## config.mk

```make
export PLATFORM = sky130hd
export DESIGN_NAME = pulse_rate_ratio_meter
export DESIGN_NICKNAME = d
export VERILOG_FILES = /design/src/design/prrm_pkg.sv /design/src/design/prrm_delta.sv /design/src/design/prrm_div.sv /design/src/design/pulse_rate_ratio_meter.sv
export VERILOG_INCLUDE_DIRS = /design/src /design/src/design
export SDC_FILE = /design/constraint.sdc
export NUM_CORES = 1
export LEC_CHECK = 0
export BUFFER_PORTS_ARGS = -buffer_cell sky130_fd_sc_hd__buf_2
export CAP_MARGIN = 25
export CORE_MARGIN = 2
export CORE_UTILIZATION = 42
export DETAILED_ROUTE_END_ITERATION = 16
export PLACE_DENSITY = 0.69
export SYNTH_ARGS = -nofsm -noshare
export SYNTH_HDL_FRONTEND = slang
export SYNTH_SLANG_ARGS = --single-unit
```

## constraint.sdc

```tcl
create_clock -name clock -period 12.8 [get_ports clock]
set_clock_uncertainty 0.1 [all_clocks]
set_input_delay 0.64 -clock clock [delete_from_list [all_inputs] [get_ports clock]]
set_output_delay 0.64 -clock clock [all_outputs]
set_load 0.02 [all_outputs]
```

## src/design/pulse_rate_ratio_meter_assert.svh

```systemverilog
// assertion macros used by the meter's divider module
`ifndef PULSE_RATE_RATIO_METER_ASSERT_SVH
`define PULSE_RATE_RATIO_METER_ASSERT_SVH

// same-cycle implication, checked outside reset
`define PRRM_ASSERT_NOW(label, clk, rst, ante, cons) \
   label: assert property (@(posedge clk) disable iff (rst) (ante) |-> (cons)) \
      else $error("prrm check failed");

// next-cycle implication, checked outside reset
`define PRRM_ASSERT_NEXT(label, clk, rst, ante, cons) \
   label: assert property (@(posedge clk) disable iff (rst) (ante) |=> (cons)) \
      else $error("prrm check failed");

`endif

```

## src/design/prrm_pkg.sv

```systemverilog
`timescale 1ns / 1ps
`default_nettype none

package prrm_pkg;

   // field widths
   localparam int PULSE_W = 16;
   localparam int TICK_W  = 32;
   localparam int FREQ_W  = 16;

   // pulse difference clamp and numerator shift
   localparam int PULSE_CLAMP_W = 14;
   localparam int NUM_SHIFT     = 18;
   localparam logic [PULSE_CLAMP_W-1:0] PULSE_CLAMP = 14'h3FFF;

   // frequency reported for a zero tick interval
   localparam logic [FREQ_W-1:0] ZERO_INTERVAL_FREQ = 16'hFFFE;

   // divider iteration count, one quotient bit per cycle
   localparam int DIV_STEPS = TICK_W;
   localparam int DIV_CNT_W = $clog2(DIV_STEPS);

   // quotient bits kept for the result
   localparam int QUO_W = FREQ_W;

   typedef enum logic [1:0] {
      DIV_IDLE,
      DIV_RUN,
      DIV_DONE
   } div_state_type;

   // control from the top level to the divider
   typedef struct packed {
      logic start;
      logic take;
   } div_ctl_type;

   // status from the divider to the top level
   typedef struct packed {
      logic ready;
      logic done;
   } div_status_type;

endpackage

`default_nettype wire

```

## src/design/prrm_delta.sv

```systemverilog
`timescale 1ns / 1ps
`default_nettype none

module prrm_delta
   import prrm_pkg::*;
(
   input  wire logic              clock,
   input  wire logic              reset,
   input  wire logic              load,
   input  wire logic [PULSE_W-1:0] pulse_count,
   input  wire logic [TICK_W-1:0]  tick_count,
   output logic      [TICK_W-1:0]  numerator,
   output logic      [TICK_W-1:0]  denominator,
   output logic                    zero_interval
);

   logic [PULSE_W-1:0]       last_pulse_ff, last_pulse_in;
   logic [TICK_W-1:0]        last_tick_ff, last_tick_in;
   logic [PULSE_W-1:0]       pulse_diff;
   logic [PULSE_CLAMP_W-1:0] pulse_clamped;

   // wraparound differences against the previous snapshots
   always_comb begin
      pulse_diff  = pulse_count - last_pulse_ff;
      denominator = tick_count - last_tick_ff;
      zero_interval = (denominator == '0);
   end

   // clamp the pulse difference and align it as the numerator
   always_comb begin
      if (pulse_diff[PULSE_W-1:PULSE_CLAMP_W] != '0) begin
         pulse_clamped = PULSE_CLAMP;
      end else begin
         pulse_clamped = pulse_diff[PULSE_CLAMP_W-1:0];
      end
      numerator = {pulse_clamped, {NUM_SHIFT{1'b0}}};
   end

   // snapshot update on each accepted item
   always_comb begin
      last_pulse_in = last_pulse_ff;
      last_tick_in  = last_tick_ff;
      if (load) begin
         last_pulse_in = pulse_count;
         last_tick_in  = tick_count;
      end
   end

   always_ff @(posedge clock) begin
      if (reset) begin
         last_pulse_ff <= '0;
         last_tick_ff  <= '0;
      end else begin
         last_pulse_ff <= last_pulse_in;
         last_tick_ff  <= last_tick_in;
      end
   end

endmodule

`default_nettype wire

```

## src/design/prrm_div.sv

```systemverilog
`timescale 1ns / 1ps
`default_nettype none

`include "pulse_rate_ratio_meter_assert.svh"

module prrm_div
   import prrm_pkg::*;
(
   input  wire logic               clock,
   input  wire logic               reset,
   input  wire div_ctl_type        ctl,
   input  wire logic [TICK_W-1:0]  numerator,
   input  wire logic [TICK_W-1:0]  denominator,
   output div_status_type          status,
   output logic      [QUO_W-1:0]   quotient,
   output logic                    quotient_big
);

   div_state_type          state_ff, state_in;
   logic [DIV_CNT_W-1:0]   cnt_ff, cnt_in;
   logic [TICK_W-1:0]      num_ff, num_in;
   logic [TICK_W-1:0]      den_ff, den_in;
   logic [TICK_W-1:0]      rem_ff, rem_in;
   logic [QUO_W-1:0]       quo_ff, quo_in;
   logic                   sticky_ff, sticky_in;
   logic [TICK_W:0]        rem_shift;
   logic [TICK_W:0]        rem_trial;
   logic                   fits;
   logic                   step;

   // next state
   always_comb begin
      state_in = state_ff;
      case (state_ff)
         DIV_IDLE: begin
            if (ctl.start) begin
               state_in = DIV_RUN;
            end
         end
         DIV_RUN: begin
            if (cnt_ff == '0) begin
               state_in = DIV_DONE;
            end
         end
         DIV_DONE: begin
            if (ctl.take) begin
               state_in = DIV_IDLE;
            end
         end
         default: begin
            state_in = DIV_IDLE;
         end
      endcase
   end

   // state outputs
   always_comb begin
      status.ready = 1'b0;
      status.done  = 1'b0;
      step         = 1'b0;
      case (state_ff)
         DIV_IDLE: status.ready = 1'b1;
         DIV_RUN:  step         = 1'b1;
         DIV_DONE: status.done  = 1'b1;
         default: begin
            status.ready = 1'b0;
         end
      endcase
   end

   // one restoring step: bring down the next numerator bit and trial subtract
   always_comb begin
      rem_shift = {rem_ff, num_ff[TICK_W-1]};
      rem_trial = rem_shift - {1'b0, den_ff};
      fits      = (rem_shift >= {1'b0, den_ff});
   end

   // datapath shift registers
   always_comb begin
      cnt_in    = cnt_ff;
      num_in    = num_ff;
      den_in    = den_ff;
      rem_in    = rem_ff;
      quo_in    = quo_ff;
      sticky_in = sticky_ff;
      if (ctl.start && status.ready) begin
         cnt_in    = DIV_CNT_W'(DIV_STEPS - 1);
         num_in    = numerator;
         den_in    = denominator;
         rem_in    = '0;
         quo_in    = '0;
         sticky_in = 1'b0;
      end else if (step) begin
         cnt_in    = cnt_ff - 1'b1;
         num_in    = {num_ff[TICK_W-2:0], 1'b0};
         rem_in    = fits ? rem_trial[TICK_W-1:0] : rem_shift[TICK_W-1:0];
         quo_in    = {quo_ff[QUO_W-2:0], fits};
         sticky_in = sticky_ff | quo_ff[QUO_W-1];
      end
   end

   always_ff @(posedge clock) begin
      if (reset) begin
         state_ff <= DIV_IDLE;
         cnt_ff   <= '0;
      end else begin
         state_ff <= state_in;
         cnt_ff   <= cnt_in;
      end
   end

   always_ff @(posedge clock) begin
      num_ff    <= num_in;
      den_ff    <= den_in;
      rem_ff    <= rem_in;
      quo_ff    <= quo_in;
      sticky_ff <= sticky_in;
   end

   // low quotient bits and a flag for anything at or above bit 15
   assign quotient     = quo_ff;
   assign quotient_big = sticky_ff | quo_ff[QUO_W-1];

   `PRRM_ASSERT_NEXT(a_start_loads, clock, reset, ctl.start && status.ready,
      state_ff == DIV_RUN && cnt_ff == DIV_CNT_W'(DIV_STEPS - 1))
   `PRRM_ASSERT_NEXT(a_last_step_done, clock, reset, state_ff == DIV_RUN && cnt_ff == '0,
      state_ff == DIV_DONE)
   `PRRM_ASSERT_NEXT(a_take_frees, clock, reset, state_ff == DIV_DONE && ctl.take,
      state_ff == DIV_IDLE)
   `PRRM_ASSERT_NOW(a_remainder_below_divisor, clock, reset,
      state_ff == DIV_DONE && den_ff != '0, rem_ff < den_ff)

endmodule

`default_nettype wire

```

## src/design/pulse_rate_ratio_meter.sv

```systemverilog
// pulse rate ratio meter
// req channel: one item carries snapshots of a free-running 16-bit pulse
// counter and a 32-bit tick counter. the block differences them against
// the previous item, clamps the pulse delta to 16383, scales it by 2^18
// and divides by the tick delta; tdata carries twice the quotient.
// rsp channel: one item per request, frequency in tdata, flags in tuser.
// rsp_tvalid rises once the output register takes the result: the accept
// edge loads the divider, the bit-serial restoring divider retires one
// quotient bit per cycle, and the result moves on once the register is free.
// a new request is taken only while the divider is idle, after its previous
// result has moved to the output register.
// a zero tick delta reports 65534 with zero_interval set.
// reset clears both snapshots to zero, empties the result register and
// returns the divider to idle.
// a stalled receiver holds the result in the output register; the next
// item may still be taken and divided, and waits in the divider until
// the output register frees up.
`timescale 1ns / 1ps
`default_nettype none

module pulse_rate_ratio_meter
   import prrm_pkg::*;
(
   input  wire logic        clock,
   input  wire logic        reset,
   input  wire logic        req_tvalid,
   output logic             req_tready,
   input  wire logic [47:0] req_tdata,   // pulse_count[15:0], tick_count[47:16]
   output logic             rsp_tvalid,
   input  wire logic        rsp_tready,
   output logic [15:0]      rsp_tdata,   // frequency[15:0]
   output logic [1:0]       rsp_tuser    // ratio_overflow[0], zero_interval[1]
);

   logic                req_accept;
   logic [TICK_W-1:0]   numerator;
   logic [TICK_W-1:0]   denominator;
   logic                zero_now;
   div_ctl_type         div_ctl;
   div_status_type      div_status;
   logic [QUO_W-1:0]    quotient;
   logic                quotient_big;
   logic                zero_ff, zero_in;
   logic                out_valid_ff, out_valid_in;
   logic [FREQ_W-1:0]   out_freq_ff, out_freq_in;
   logic                out_ovf_ff, out_ovf_in;
   logic                out_zero_ff, out_zero_in;
   logic                out_free;

   assign req_tready = div_status.ready;
   assign req_accept = req_tvalid && req_tready;
   assign out_free   = !out_valid_ff || rsp_tready;

   assign div_ctl.start = req_accept;
   assign div_ctl.take  = div_status.done && out_free;

   prrm_delta u_delta (
      .clock         (clock),
      .reset         (reset),
      .load          (req_accept),
      .pulse_count   (req_tdata[PULSE_W-1:0]),
      .tick_count    (req_tdata[PULSE_W+TICK_W-1:PULSE_W]),
      .numerator     (numerator),
      .denominator   (denominator),
      .zero_interval (zero_now)
   );

   prrm_div u_div (
      .clock        (clock),
      .reset        (reset),
      .ctl          (div_ctl),
      .numerator    (numerator),
      .denominator  (denominator),
      .status       (div_status),
      .quotient     (quotient),
      .quotient_big (quotient_big)
   );

   // zero interval flag travels beside the divider
   assign zero_in = req_accept ? zero_now : zero_ff;

   // output register
   always_comb begin
      out_valid_in = out_valid_ff;
      out_freq_in  = out_freq_ff;
      out_ovf_in   = out_ovf_ff;
      out_zero_in  = out_zero_ff;
      if (rsp_tready) begin
         out_valid_in = 1'b0;
      end
      if (div_ctl.take) begin
         out_valid_in = 1'b1;
         out_zero_in  = zero_ff;
         if (zero_ff) begin
            out_freq_in = ZERO_INTERVAL_FREQ;
            out_ovf_in  = 1'b0;
         end else begin
            out_freq_in = {quotient[QUO_W-2:0], 1'b0};
            out_ovf_in  = quotient_big;
         end
      end
   end

   always_ff @(posedge clock) begin
      if (reset) begin
         out_valid_ff <= 1'b0;
      end else begin
         out_valid_ff <= out_valid_in;
      end
   end

   always_ff @(posedge clock) begin
      zero_ff     <= zero_in;
      out_freq_ff <= out_freq_in;
      out_ovf_ff  <= out_ovf_in;
      out_zero_ff <= out_zero_in;
   end

   assign rsp_tvalid = out_valid_ff;
   assign rsp_tdata  = out_freq_ff;
   assign rsp_tuser  = {out_zero_ff, out_ovf_ff};

endmodule

`default_nettype wire

```

# [Word level (Yosys, flattened, before mapping)]
# Cells that the tools add are included.
# Widths: inputs -> output; s select.
[totals] regBits=170 word_cells=53 out_inout_bits=20
[classes] n_mux=15 bitwise=1 n_lt_le_gt_ge=1 eq_ne=5 addsub=4 reduce_logical=12
[ops] cell="$mux 32" count=3
[ops] cell="$sub 32x32->32" count=2
[ops] cell="$ge 33x32->1" count=1
[ops] cell="$logic_not 32->1" count=1
[ops] cell="$sub 16x16->16" count=1
[ops] cell="$mux 14" count=1
[ops] cell="$mux 5" count=2
[ops] cell="$mux 2" count=3
[ops] cell="$pmux 2 s3" count=1
[ops] cell="$reduce_bool 2->1" count=3
[ops] cell="$logic_not 5->1" count=1
[ops] cell="$mux 1" count=5
[ops] cell="$sub 5x1->5 const B" count=1
[ops] cell="$ne 2x2->1 const B" count=2
[ops] cell="$logic_and 1x1->1" count=3
[ops] cell="$reduce_and 3->1" count=1
[ops] cell="$eq 2x1->1 const B" count=1
[ops] cell="$eq 2x2->1 const B" count=1
[ops] cell="$logic_not 2->1" count=1
[ops] cell="$ne 2x1->1 const B" count=1
[ops] cell="$logic_not 1->1" count=1
[ops] cell="$logic_or 1x1->1" count=1
[ops] cell="$or 1x1->1" count=1

# [Longest topological paths before layout]
[logic_depth] depth_word=5 mapped_depth=16 ltp_nobuf=15

# [Modules after synthesis]
# From an unflattened synthesis, not the netlist that was laid out.
[unflattened] hier_cells=1284 area_unflattened_um2=11491.0
[by_module_without_submodules] mod="prrm_div" area_per_inst_um2=6416.2 seq_area_each_um2=3042.9 n_inst=1 cells_per_inst=696
[by_module_without_submodules] mod="prrm_delta" area_per_inst_um2=4346.7 seq_area_each_um2=960.9 n_inst=1 cells_per_inst=543
[by_module_without_submodules] mod="pulse_rate_ratio_meter" area_per_inst_um2=728.2 seq_area_each_um2=560.5 n_inst=1 cells_per_inst=45

# [Worst setup path before layout]
# Ideal clock, no wire load.
[synth_path] path_kind="input to register" startpoint="in req_tdata[16]" endpoint="reg zero_ff (data pin)" path_slack_ns=8.347 arrival_time_ns=4.183 path_stages=15 setup_ns=0.170 path_cell_list="inv_1 > ha_1 > fa_1 > nor2b_4 > o21a_1 > nor2_2 > xnor2_1 > or4_1 > or4_1 > or4_1 > nor4_2 > nand4b_1 > or4b_1 > or4_1 > nor4_2"
[synth_between] elab_chain_cells=2
[synth_rtl] element="from (decl)" line_no="pulse_rate_ratio_meter.sv:28" source="input wire logic [47:0] req_tdata,"
[synth_rtl] element="$sub 32x32->32" line_no="prrm_delta.sv:25" source="denominator = tick_count - last_tick_ff;"
[synth_rtl] element="net denominator[4]" line_no="pulse_rate_ratio_meter.sv:37" source="logic [TICK_W-1:0] denominator;"
[synth_rtl] element="$logic_not 32->1" line_no="prrm_delta.sv:26" source="zero_interval = (denominator == '0);"
[synth_rtl] element="net u_delta.zero_interval" line_no="prrm_delta.sv:14" source="output logic zero_interval"
[synth_rtl] element="to (signal assigned)" line_no="pulse_rate_ratio_meter.sv:113" source="zero_ff <= zero_in;"
[synth_rtl] element="to (decl)" line_no="pulse_rate_ratio_meter.sv:43" source="logic zero_ff, zero_in;"
# The timed path passes the listed nets, and every way through them passes these cells.
# A chain may end at the register's enable or synchronous reset.

# [Worst setup path after layout]
# Same ends and word-level chain as after synthesis.

==> flow_summary.json <==
{
  "die_w_um": 159,
  "gr-total-overflow": 0,
  "num_rows": 56,
  "synthArstFlopShare_pct": 0,
  "drv_cap": 0,
  "avgSynthCellArea_um2": 8.43,
  "yosysTopAreaCell": "dfxtp_1",
  "cts_resized": 0,
  "ys_ff_latch": 169,
  "cp_top_family": "simple AND/OR/NAND/NOR gates",
  "cts_made_buffers": 17,
  "synth-main-ff-cell": "dfxtp_1",
  "synth_top_area_share_pct": 20.8,
  "max_freq_mhz": 220,
  "grt_pass1_vias": 7565,
  "p_int_mw": 1.24,
  "power_frac_seq_pct": 35.3,
  "hold_violations": 0,
  "yosysMostFrequentCell": "nand2_1",
  "fin_nets": 1381,
  "synth_common_cells": "197 x nand2_1, 134 x a21oi_1, 105 x dfxtp_1",
  "hp-class": "input pin to flop",
  "yosysWarnings": 0,
  "die_h_um": 159,
  "crit_chain": "buf_2, inv_1, ha_1, fa_1, nor2b_4, o211ai_1, a211oi_1, o21ai_1, xnor2_1, or3_1, or4_1, nor4_2, nand4b_1, or4b_1, or4_1, nor4_2",
  "wl_per_cell_um": 13.0,
  "synth.net_count": 1336,
  "ir_drop_uv": 104,
  "first_iter_violations": 436,
  "grt_pass1_wl_mm": 34.9,
  "swShare_pct": 36.9,
  "fillers": 2328,
  "antenna_found_initial": 0,
  "netlist_area_mm2": 0.0101,
  "die-area_mm2": 0.0254,
  "root_buffer": "clkbuf_16",
  "h-tree-depth": 4,
  "n_antenna_cell": 0,
  "worstPathMaxFanout": 3,
  "required_ns": 12.96,
  "switchingPower_mw": 0.727,
  "end_kind": "flop",
  "holdBufCountCts": 0,
  "cts.sinks": 169,
  "drt-vias-per-instance": 5.18,
  "ys_seq_area_share_pct": 39.7,
  "final-setup-viol-count": 0,
  "syn-instance-count": 1201,
  "synth_cell_types": 64,
  "worstPathArrival_ns": 4.71,
  "outcome": "completed",
  "drc": 0,
  "drt-pass1-iter-count": 5,
  "clock_latency_ns": 0.44,
  "cp-start-kind": "input pin",
  "initial_core_util_pct": 43.0,
  "grt_start_max_net_pins": 69,
  "port-buffer-count": 70,
  "core-area_mm2": 0.0235,
  "io_pins": 72,
  "post_cts_buffers": 0,
  "fin_hold_ws_ns": 0.339,
  "drive_above_1_share_pct": 11.6,
  "clk_pin_slew_ns": 0.08,
  "area_growth_pct": 12.9,
  "leakage_nw": 4.70,
  "path_class": "input pin to flop",
  "ant_nets": 0,
  "synth-edff-count": 64,
  "maxSlewViolCount": 0,
  "critical_path.max_stage_delay_ns": 0.48,
  "fin_crit_sh_pct": 35.5,
  "combinationalPowerShare_pct": 37.0,
  "rsz0062_at_grt": "false",
  "synth_area_leaders": "dfxtp_1 21%, edfxtp_1 19%, ha_1 9.9%",
  "via_count": 8169,
  "gp_congestion": 0.862,
  "period_needed_ns": 4.55,
  "path_buf_inv": 2,
  "cts_buffer_depth": 2,
  "slew_headroom_pct": 46.3,
  "critPathSlowestCell": "or4_1",
  "pwr-share-clk_pct": 27.7,
  "hpwl_mm": 14.7,
  "worst_pin_slew_ns": 0.798,
  "drt_wl_total_mm": 20.5,
  "cts_tree": "built",
  "grtUsageTotal_pct": 16.3,
  "power_density_mw_per_mm2": 172,
  "tns_ns": 0
}
==> sequential cells by signal, summed over array words and instances (netlist names), 5 cells and up <==
register	flops
u_delta.last_tick_ff	32
u_div.den_ff	32
u_div.rem_ff	32
u_delta.last_pulse_ff	16
u_div.quotient	16
rsp_tdata	15
u_div.num_ff	14
u_div.cnt_ff	5
==> layout make-up <==
class | instances | area [um2] | share of cell area (%)
Sequential cell | 169 | 4020 | 35.2
Tap cell | 319 | 399 | 3.49
Multi-Input combinational cell | 880 | 5540 | 48.4
Clock inverter | 15 | 225 | 1.97
Clock buffer | 17 | 425 | 3.72
Timing Repair Buffer | 80 | 458 | 4.00
Inverter | 98 | 370 | 3.24
==> worst min-delay path, cell delays in order <==
cell and delay (ns):
buf_2 0.10, nand2_1 0.05, a21oi_1 0.05
==> cells in the final DEF, fill, tap and decap left out, drive strengths merged, types with 5 or more instances in the layout <==
cell type | synthesis | routed
clkbuf | 48 | 17
a21o | 32 | 32
nand2 | 197 | 197
nor2 | 69 | 69
buf | 6 | 80
edfxtp | 64 | 64
nand2b | 12 | 12
a221oi | 5 | 5
o21ai | 85 | 85
o21a | 11 | 11
nand4 | 9 | 9
a31oi | 20 | 20
or2 | 22 | 22
ha | 80 | 80
a21oi | 134 | 134
nor4 | 6 | 6
xnor2 | 38 | 38
nor2b | 15 | 15
clkinv | 0 | 9
nand3 | 13 | 13
dfxtp | 105 | 105
inv | 98 | 103
xor2 | 28 | 28
nor3 | 14 | 14
mux2i | 18 | 18
o31ai | 6 | 6
a211oi | 9 | 9
==> path summary, 6_finish.rpt <==
check                                   startpoint  slack [ns]  depth (start not counted)                               endpoint
max                                  req_tdata[16]        8.25                         16                      zero_ff$_DFFE_PP_
min                                  req_tdata[16]        0.34                          3   u_delta.last_tick_ff[0]$_SDFFE_PP0P_
max reg2reg   u_delta.last_tick_ff[0]$_SDFFE_PP0P_        8.27                         14                      zero_ff$_DFFE_PP_
min reg2reg  u_delta.last_tick_ff[14]$_SDFFE_PP0P_        0.35                          2  u_delta.last_tick_ff[14]$_SDFFE_PP0P_
==> power groups by stage <==
stage,Clock (mW),Combinational [mW],Sequential (mW)
5_1_grt,0.580,0.822,0.706
6_report,0.545,0.728,0.695
3_5_place_dp,0,0.723,0.707
3_3_place_gp,0,0.706,0.704
4_1_cts,0.558,0.728,0.696
2_1_floorplan,0,0.591,0.693
==> layer usage <==
layer  global-route usage [%]  up-vias  wire length, um  part of all wire (%)
met5                        0        -                0                     0
met4                     4.71        0              257                   1.3
met3                     2.84       20              571                   2.8
met2                     28.2      104             9970                    49
met1                     21.0     3779             9750                    47
li1                         -     4266                -                     -
==> logic make-up (layout without fill, tap and decap cells) <==
kind of cell | after synthesis | after routing | synth area share [%]
buf+inv | 152 | 210 | 5.74
other cells | 1 | 1 | 0.0370
compound gates | 333 | 333 | 19.5
fa+ha+maj | 83 | 83 | 10.5
mux | 18 | 18 | 1.78
flops | 169 | 169 | 39.7
xor+xnor | 66 | 66 | 5.71
simple gates | 379 | 379 | 17.0
==> per-stage QoR <==
step	total power [mW]	util (%)	worst slack (ns)	instances	instance area (um2)
finish	1.97	48.6	8.25	1578	11400
global route	2.11	48.6	7.97	1578	11400
CTS	1.98	48.6	8.24	1578	11400
detailed placement	1.43	45.8	7.77	1546	10800
global placement	1.41	45.6	7.85	1543	10700
floorplan	1.28	-	8.35	1201	10100
No activity file was read; power rests on OpenSTA's default activity.
